## src/sv/pgmd_fifo.sv

```systemverilog
// Small register FIFO with valid/ready on both sides, used for the
// front-to-back queue and the result buffer. Depends on nothing.
module pgmd_fifo #(
  parameter type         T     = logic,
  parameter int unsigned DEPTH = 4
) (
  input  logic clk_i,
  input  logic rst_ni,
  input  logic in_valid_i,
  output logic in_ready_o,
  input  T     in_data_i,
  output logic out_valid_o,
  input  logic out_ready_i,
  output T     out_data_o
);
  localparam int unsigned PTR_W = (DEPTH > 1) ? $clog2(DEPTH) : 1;
  localparam int unsigned CNT_W = $clog2(DEPTH + 1);

  T                 mem_q [DEPTH];
  logic [PTR_W-1:0] wr_ptr_q, wr_ptr_d;
  logic [PTR_W-1:0] rd_ptr_q, rd_ptr_d;
  logic [CNT_W-1:0] cnt_q, cnt_d;
  logic             push, pop;

  assign in_ready_o  = (cnt_q != CNT_W'(DEPTH));
  assign out_valid_o = (cnt_q != '0);
  assign push        = in_valid_i && in_ready_o;
  assign pop         = out_valid_o && out_ready_i;
  assign out_data_o  = mem_q[rd_ptr_q];

  always_comb begin
    wr_ptr_d = wr_ptr_q;
    rd_ptr_d = rd_ptr_q;
    cnt_d    = cnt_q;
    if (push) begin
      wr_ptr_d = (wr_ptr_q == PTR_W'(DEPTH - 1)) ? '0 : wr_ptr_q + PTR_W'(1);
    end
    if (pop) begin
      rd_ptr_d = (rd_ptr_q == PTR_W'(DEPTH - 1)) ? '0 : rd_ptr_q + PTR_W'(1);
    end
    if (push && !pop) begin
      cnt_d = cnt_q + CNT_W'(1);
    end else if (pop && !push) begin
      cnt_d = cnt_q - CNT_W'(1);
    end
  end

  always_ff @(posedge clk_i or negedge rst_ni) begin
    if (!rst_ni) begin
      wr_ptr_q <= '0;
      rd_ptr_q <= '0;
      cnt_q    <= '0;
    end else begin
      wr_ptr_q <= wr_ptr_d;
      rd_ptr_q <= rd_ptr_d;
      cnt_q    <= cnt_d;
    end
  end

  always_ff @(posedge clk_i) begin
    if (push) begin
      mem_q[wr_ptr_q] <= in_data_i;
    end
  end
endmodule

```

## config.mk

```make
export PLATFORM = sky130hd
export DESIGN_NAME = pgmd_fifo
export DESIGN_NICKNAME = d
export VERILOG_FILES = /design/src/sv/pgmd_fifo.sv
export SDC_FILE = /design/constraint.sdc
export NUM_CORES = 1
export LEC_CHECK = 0
export BUFFER_PORTS_ARGS = -buffer_cell sky130_fd_sc_hd__buf_2
export CAP_MARGIN = 10
export CELL_PAD_IN_SITES_DETAIL_PLACEMENT = 1
export CELL_PAD_IN_SITES_GLOBAL_PLACEMENT = 2
export CORE_UTILIZATION = 37
export DETAILED_ROUTE_END_ITERATION = 12
export PLACE_DENSITY_LB_ADDON = 0.1
export SKIP_LAST_GASP = 1
export SYNTH_ARGS = -nofsm -noshare
export SYNTH_HDL_FRONTEND = slang
export SYNTH_SLANG_ARGS = --single-unit
```

## constraint.sdc

```tcl
create_clock -name clk_i -period 2.7 [get_ports clk_i]
set_clock_uncertainty 0.1 [all_clocks]
set_input_delay 0.27 -clock clk_i [delete_from_list [all_inputs] [get_ports clk_i]]
set_output_delay 0.27 -clock clk_i [all_outputs]
set_load 0.005 [all_outputs]
```

; After elaboration in Yosys (flattened, before gate mapping)
; Memories as Yosys holds them, arrays and structs flattened.
; Cells that the tools add are included.
[word_totals]
reg_bits = 7
mem_bits_rw = 4
word_cells = 25
mem_count = 1
[memory_table]
columns = name, words, word_bits, read_ports, rd_ports_with_merged_regs, write_ports, line
row1 = mem_q, 4, 1, 1, 0, 1, 19  ; T mem_q [DEPTH];
[op_classes]
add_sub_neg = 4
eq_ne = 3
mux = 6
reduce_logical = 8
[ops]
columns = cell, count
row1 = $mux W3, 2
row2 = $add A2 B1 Y2 const B, 2
row3 = $eq A2 B2 Y1 const B, 2
row4 = $logic_and A1 B1 Y1, 4
row5 = $mux W2, 2
row6 = $add A3 B1 Y3 const B, 1
row7 = $ne A3 B3 Y1 const B, 1
row8 = $reduce_bool A3 Y1, 1
row9 = $sub A3 B1 Y3 const B, 1
row10 = $logic_not A1 Y1, 2
row11 = $mux W1, 2
row12 = $reduce_bool A2 Y1, 1

; Logic depth before layout (Yosys ltp)
[logic_depth]
ltp_word = 6
ltp_mapped = 8

; Worst setup path after synthesis
; OpenSTA, ideal clock, no wires.
[synth_timing]
path_kind = register to register
start = register cnt_q[1]
end = register cnt_q[2]
arrival_time_ns = 1.863
setup_slack_ns = 0.658
stages_incl_launch_ff = 9
n_path_buf = 0
period_less_slack_ns = 2.042
path_cell_list = dfrtp_1 -> or3_4 -> nand2_4 -> ha_1 -> inv_1 -> fa_1 -> xor2_1 -> nor2_1 -> xor2_1
[synth_between]
elab_chain_len = 5
elab_cells_between_ends = 13
cone_classes = add/sub: 2 / eq/ne: 1 / mux: 2 / reduce/logical: 8
[synth_rtl]
columns = element, line
row1 = start: declaration, 22  ; logic [CNT_W-1:0] cnt_q, cnt_d;
row2 = start signal: assignment, 56  ; cnt_q <= cnt_d;
row3 = $reduce_bool A3 Y1 (*), 26  ; assign out_valid_o = (cnt_q != '0);
row4 = via out_valid_o, 12  ; output logic out_valid_o,
row5 = $logic_and A1 B1 Y1 (*), 28  ; assign pop = out_valid_o && out_ready_i;
row6 = $logic_not A1 Y1, 41  ; if (push && !pop) begin
row7 = $logic_and A1 B1 Y1, 41
row8 = $mux W3 / $reduce_bool A2 Y1 (equally long branches), --
; Mark *: on every way through the listed nets, which the timed path passes. The rest lies on a longest branch. The select of a mux whose other input is x is not followed.
; A chain may end at the register's enable or synchronous reset.

; Worst setup path in the final report
[layout_timing]
start = register cnt_q[1]
end = register cnt_q[2]
[layout_between]
elab_chain_len = 5
elab_cells_between_ends = 13
cone_classes = add/sub: 2 / eq/ne: 1 / mux: 2 / reduce/logical: 8
[layout_rtl]
columns = element
row1 = branches (longest 5 deep; another with $sub A3 B1 Y3)
; Parallel ways; which one is timed is not known. The select of a mux whose other input is x is not followed.

==> results.toml <==
[timing]
fmax_mhz = 457
rsz0062_at_grt = "no"
setup_ws_ps = 514
holdWs_ps = 130
slew_violations = 0
hold_viol = 0
period_minus_slack_ps = 2190
worst_pin_slew_ps = 324
finalCritPeriodShare_pct = 81.0
slew_headroom_pct = 78.2
finalSetupViolCount = 0
setup_tns_ps = 0

[detailed_routing]
drc_errors = 0
dr.pass1.iters = 1
wl_per_cell_um = 14.3
initialDrtViolationCount = 0
ant_nets = 0
avgViaCountPerCell = 4.84
num_vias = 339
routed_wl_um = 1000

[pwr]
p_leak_nw = 0.309
cellPowerDensity_nw_per_um2 = 1090
switchingPower_mw = 0.261
p_comb_share_pct = 43.0
seqPwrFrac_pct = 42.5
p_clk_share_pct = 14.5
peakVddDrop_v = 0.000355
power.internal_mw = 0.487
finalPower_mw = 0.748
p_sw_share_pct = 34.8

[critical_path]
cp.arrival_ps = 2270
start_kind = "register"
path_class = "register to register"
cp_num_buf_inv = 1
cp_max_fo = 4
crit_slowest_cell = "dfrtp_1"
critPathMostFrequentCell = "xor2_1"
crit_required_ps = 2790
crit_chain = "or3_4, nand2_4, ha_1, inv_1, fa_1, xor2_1, nor2_1, xor2_1"
critPathCaptureType = "register"
critical-path-top-delay-family = "simple AND/OR/NAND/NOR gates"
crit_path_max_incr_delay_ps = 430

[cts]
cts_buffer_depth = 2
insertion_delay_ps = 260
numCtsBuffers = 3
cts-root-buf = "clkbuf_4"
cts_tree = "built"
cts.clk_slew.worst_paths_ps = 70
cts.sinks = 11
htreeDepth = 1
cts_setup_buffers = 0

[cells_and_area]
drive_gt1_share_pct = 35.2
area_growth_pct = 15.4
layout_common_cells = "dfrtp_1 (7), buf_2 (7), ha_1 (6)"
antenna_cells = 0
nets = 67
final_area_um2 = 683

[placed_design]
dp_slack_ps = 509
globalplace.congestion = 0.770
place_area_um2 = 647
place_hpwl_um = 798
io_buffers = 7

[global_routing]
grt_pass1_wl_um = 1650
first_global_vias = 394
grt_max_degree = 8
grt_usage_pct = 13.3
grtUsageMet3_pct = 6.47
grt-busiest-layer = "met2"
grt_use_met2_pct = 25.0
antenna_found_initial = 0
overflow = 0
grt.met1_usage_pct = 12.5

[logic_synthesis]
yosysSeqAreaShare_pct = 49.9
synth_edf_count = 4
ys_seq_elements = 11
syn_area_um2 = 592
synth_flop_cell = "dfrtp_1"
ys_warn_count = 0
syn_area_per_cell_um2 = 14.1
yosysUniqueCellTypes = 16
async_reset_ff_share_pct = 63.6
synth_fp_nets = 54
netlist_instances = 42

[floorplan]
dieArea_um2 = 1760
ios = 8
start_util_pct = 39.3
fp-row-count = 14
fp.dieW_um = 42.0
die_h_um = 42.0
coreArea_um2 = 1510

[worst_hold_path]
hold_class = "input port to register"

[flow_run]
drv_cap = 0

[status]
run_status = "finished, final reports clean"
-- per-layer routing --
layer  vias up  part of all wire, %
met5         -                    0
met4         0                    0
met3         0                  4.3
met2         8                   56
met1       166                   40
li1        165                    -
-- synthesized netlist by cell type (2+ instances only) --
cell / instances / area [um2]
dfrtp_1: 7 / 175
and2_1: 4 / 25.0
ha_1: 6 / 75.1
mux2_4: 2 / 30.0
nor2_1: 4 / 15.0
inv_1: 3 / 11.3
mux2_2: 3 / 33.8
xor2_1: 2 / 17.5
edfxtp_1: 4 / 120
-- registers in the layout, indices dropped and copies added (netlist names) --
name,count
mem_q,4
rd_ptr_q,2
cnt_q,3
wr_ptr_q,2
-- logic make-up (layout without fill, tap and decap cells) --
family,after synthesis,count (layout),synth area share (%)
buffers and inverters,3,15,1.90
and+or+nand+nor,11,11,11.2
AOI/OAI and AO/OA,1,1,1.90
adders and majority gates,7,7,16.1
DFF,11,11,49.9
muxes,6,6,14.6
xor gates and xnor gates,3,3,4.44
-- power by group through the flow --
stage / Combinational, mW / Clock (mW) / Sequential (mW)
4_1_cts: 0.331 / 0.115 / 0.319
2_1_floorplan: 0.246 / 0 / 0.303
3_5_place_dp: 0.326 / 0 / 0.322
3_3_place_gp: 0.291 / 0 / 0.312
5_1_grt: 0.368 / 0.126 / 0.326
6_report: 0.322 / 0.108 / 0.318
-- final timing paths --
path | slack (ps) | end | cells after the start | startpoint
hold reg to reg | 450 | cnt_q[2] | 1 | cnt_q[2]
hold / removal | 130 | mem_q[0] | 1 | in_data_i
setup / recovery | 510 | cnt_q[2] | 8 | cnt_q[1]
max in group asynchronous | 2050 | wr_ptr_q[1] | 2 | rst_ni
min in group asynchronous | 280 | rd_ptr_q[1] | 2 | rst_ni
setup reg to reg | 510 | cnt_q[2] | 8 | cnt_q[1]
-- cell type report --
type | instances | area (um2)
Fill cell | 164 | 823
Sequential cell | 11 | 295
Multi-Input combinational cell | 28 | 285
Timing Repair Buffer | 8 | 45.0
Clock buffer | 4 | 26.3
Tap cell | 16 | 20.0
Inverter | 3 | 11.3
-- metrics by stage --
| stage | instances | util, % |
|---|---|---|
| final | 70 | 45.3 |
| after global routing | 70 | 45.3 |
| after CTS | 70 | 45.3 |
| after detailed placement | 65 | 42.9 |
| after global placement | 65 | 42.9 |
| after floorplan | 42 | - |
-- repair_timing --
item | CTS | global route
hold endpoints to repair | 7 | 0
gates resized for setup | 0 | 0
hold buffers | 1 | 0
Note: power is estimated with default switching activity, not from simulation.
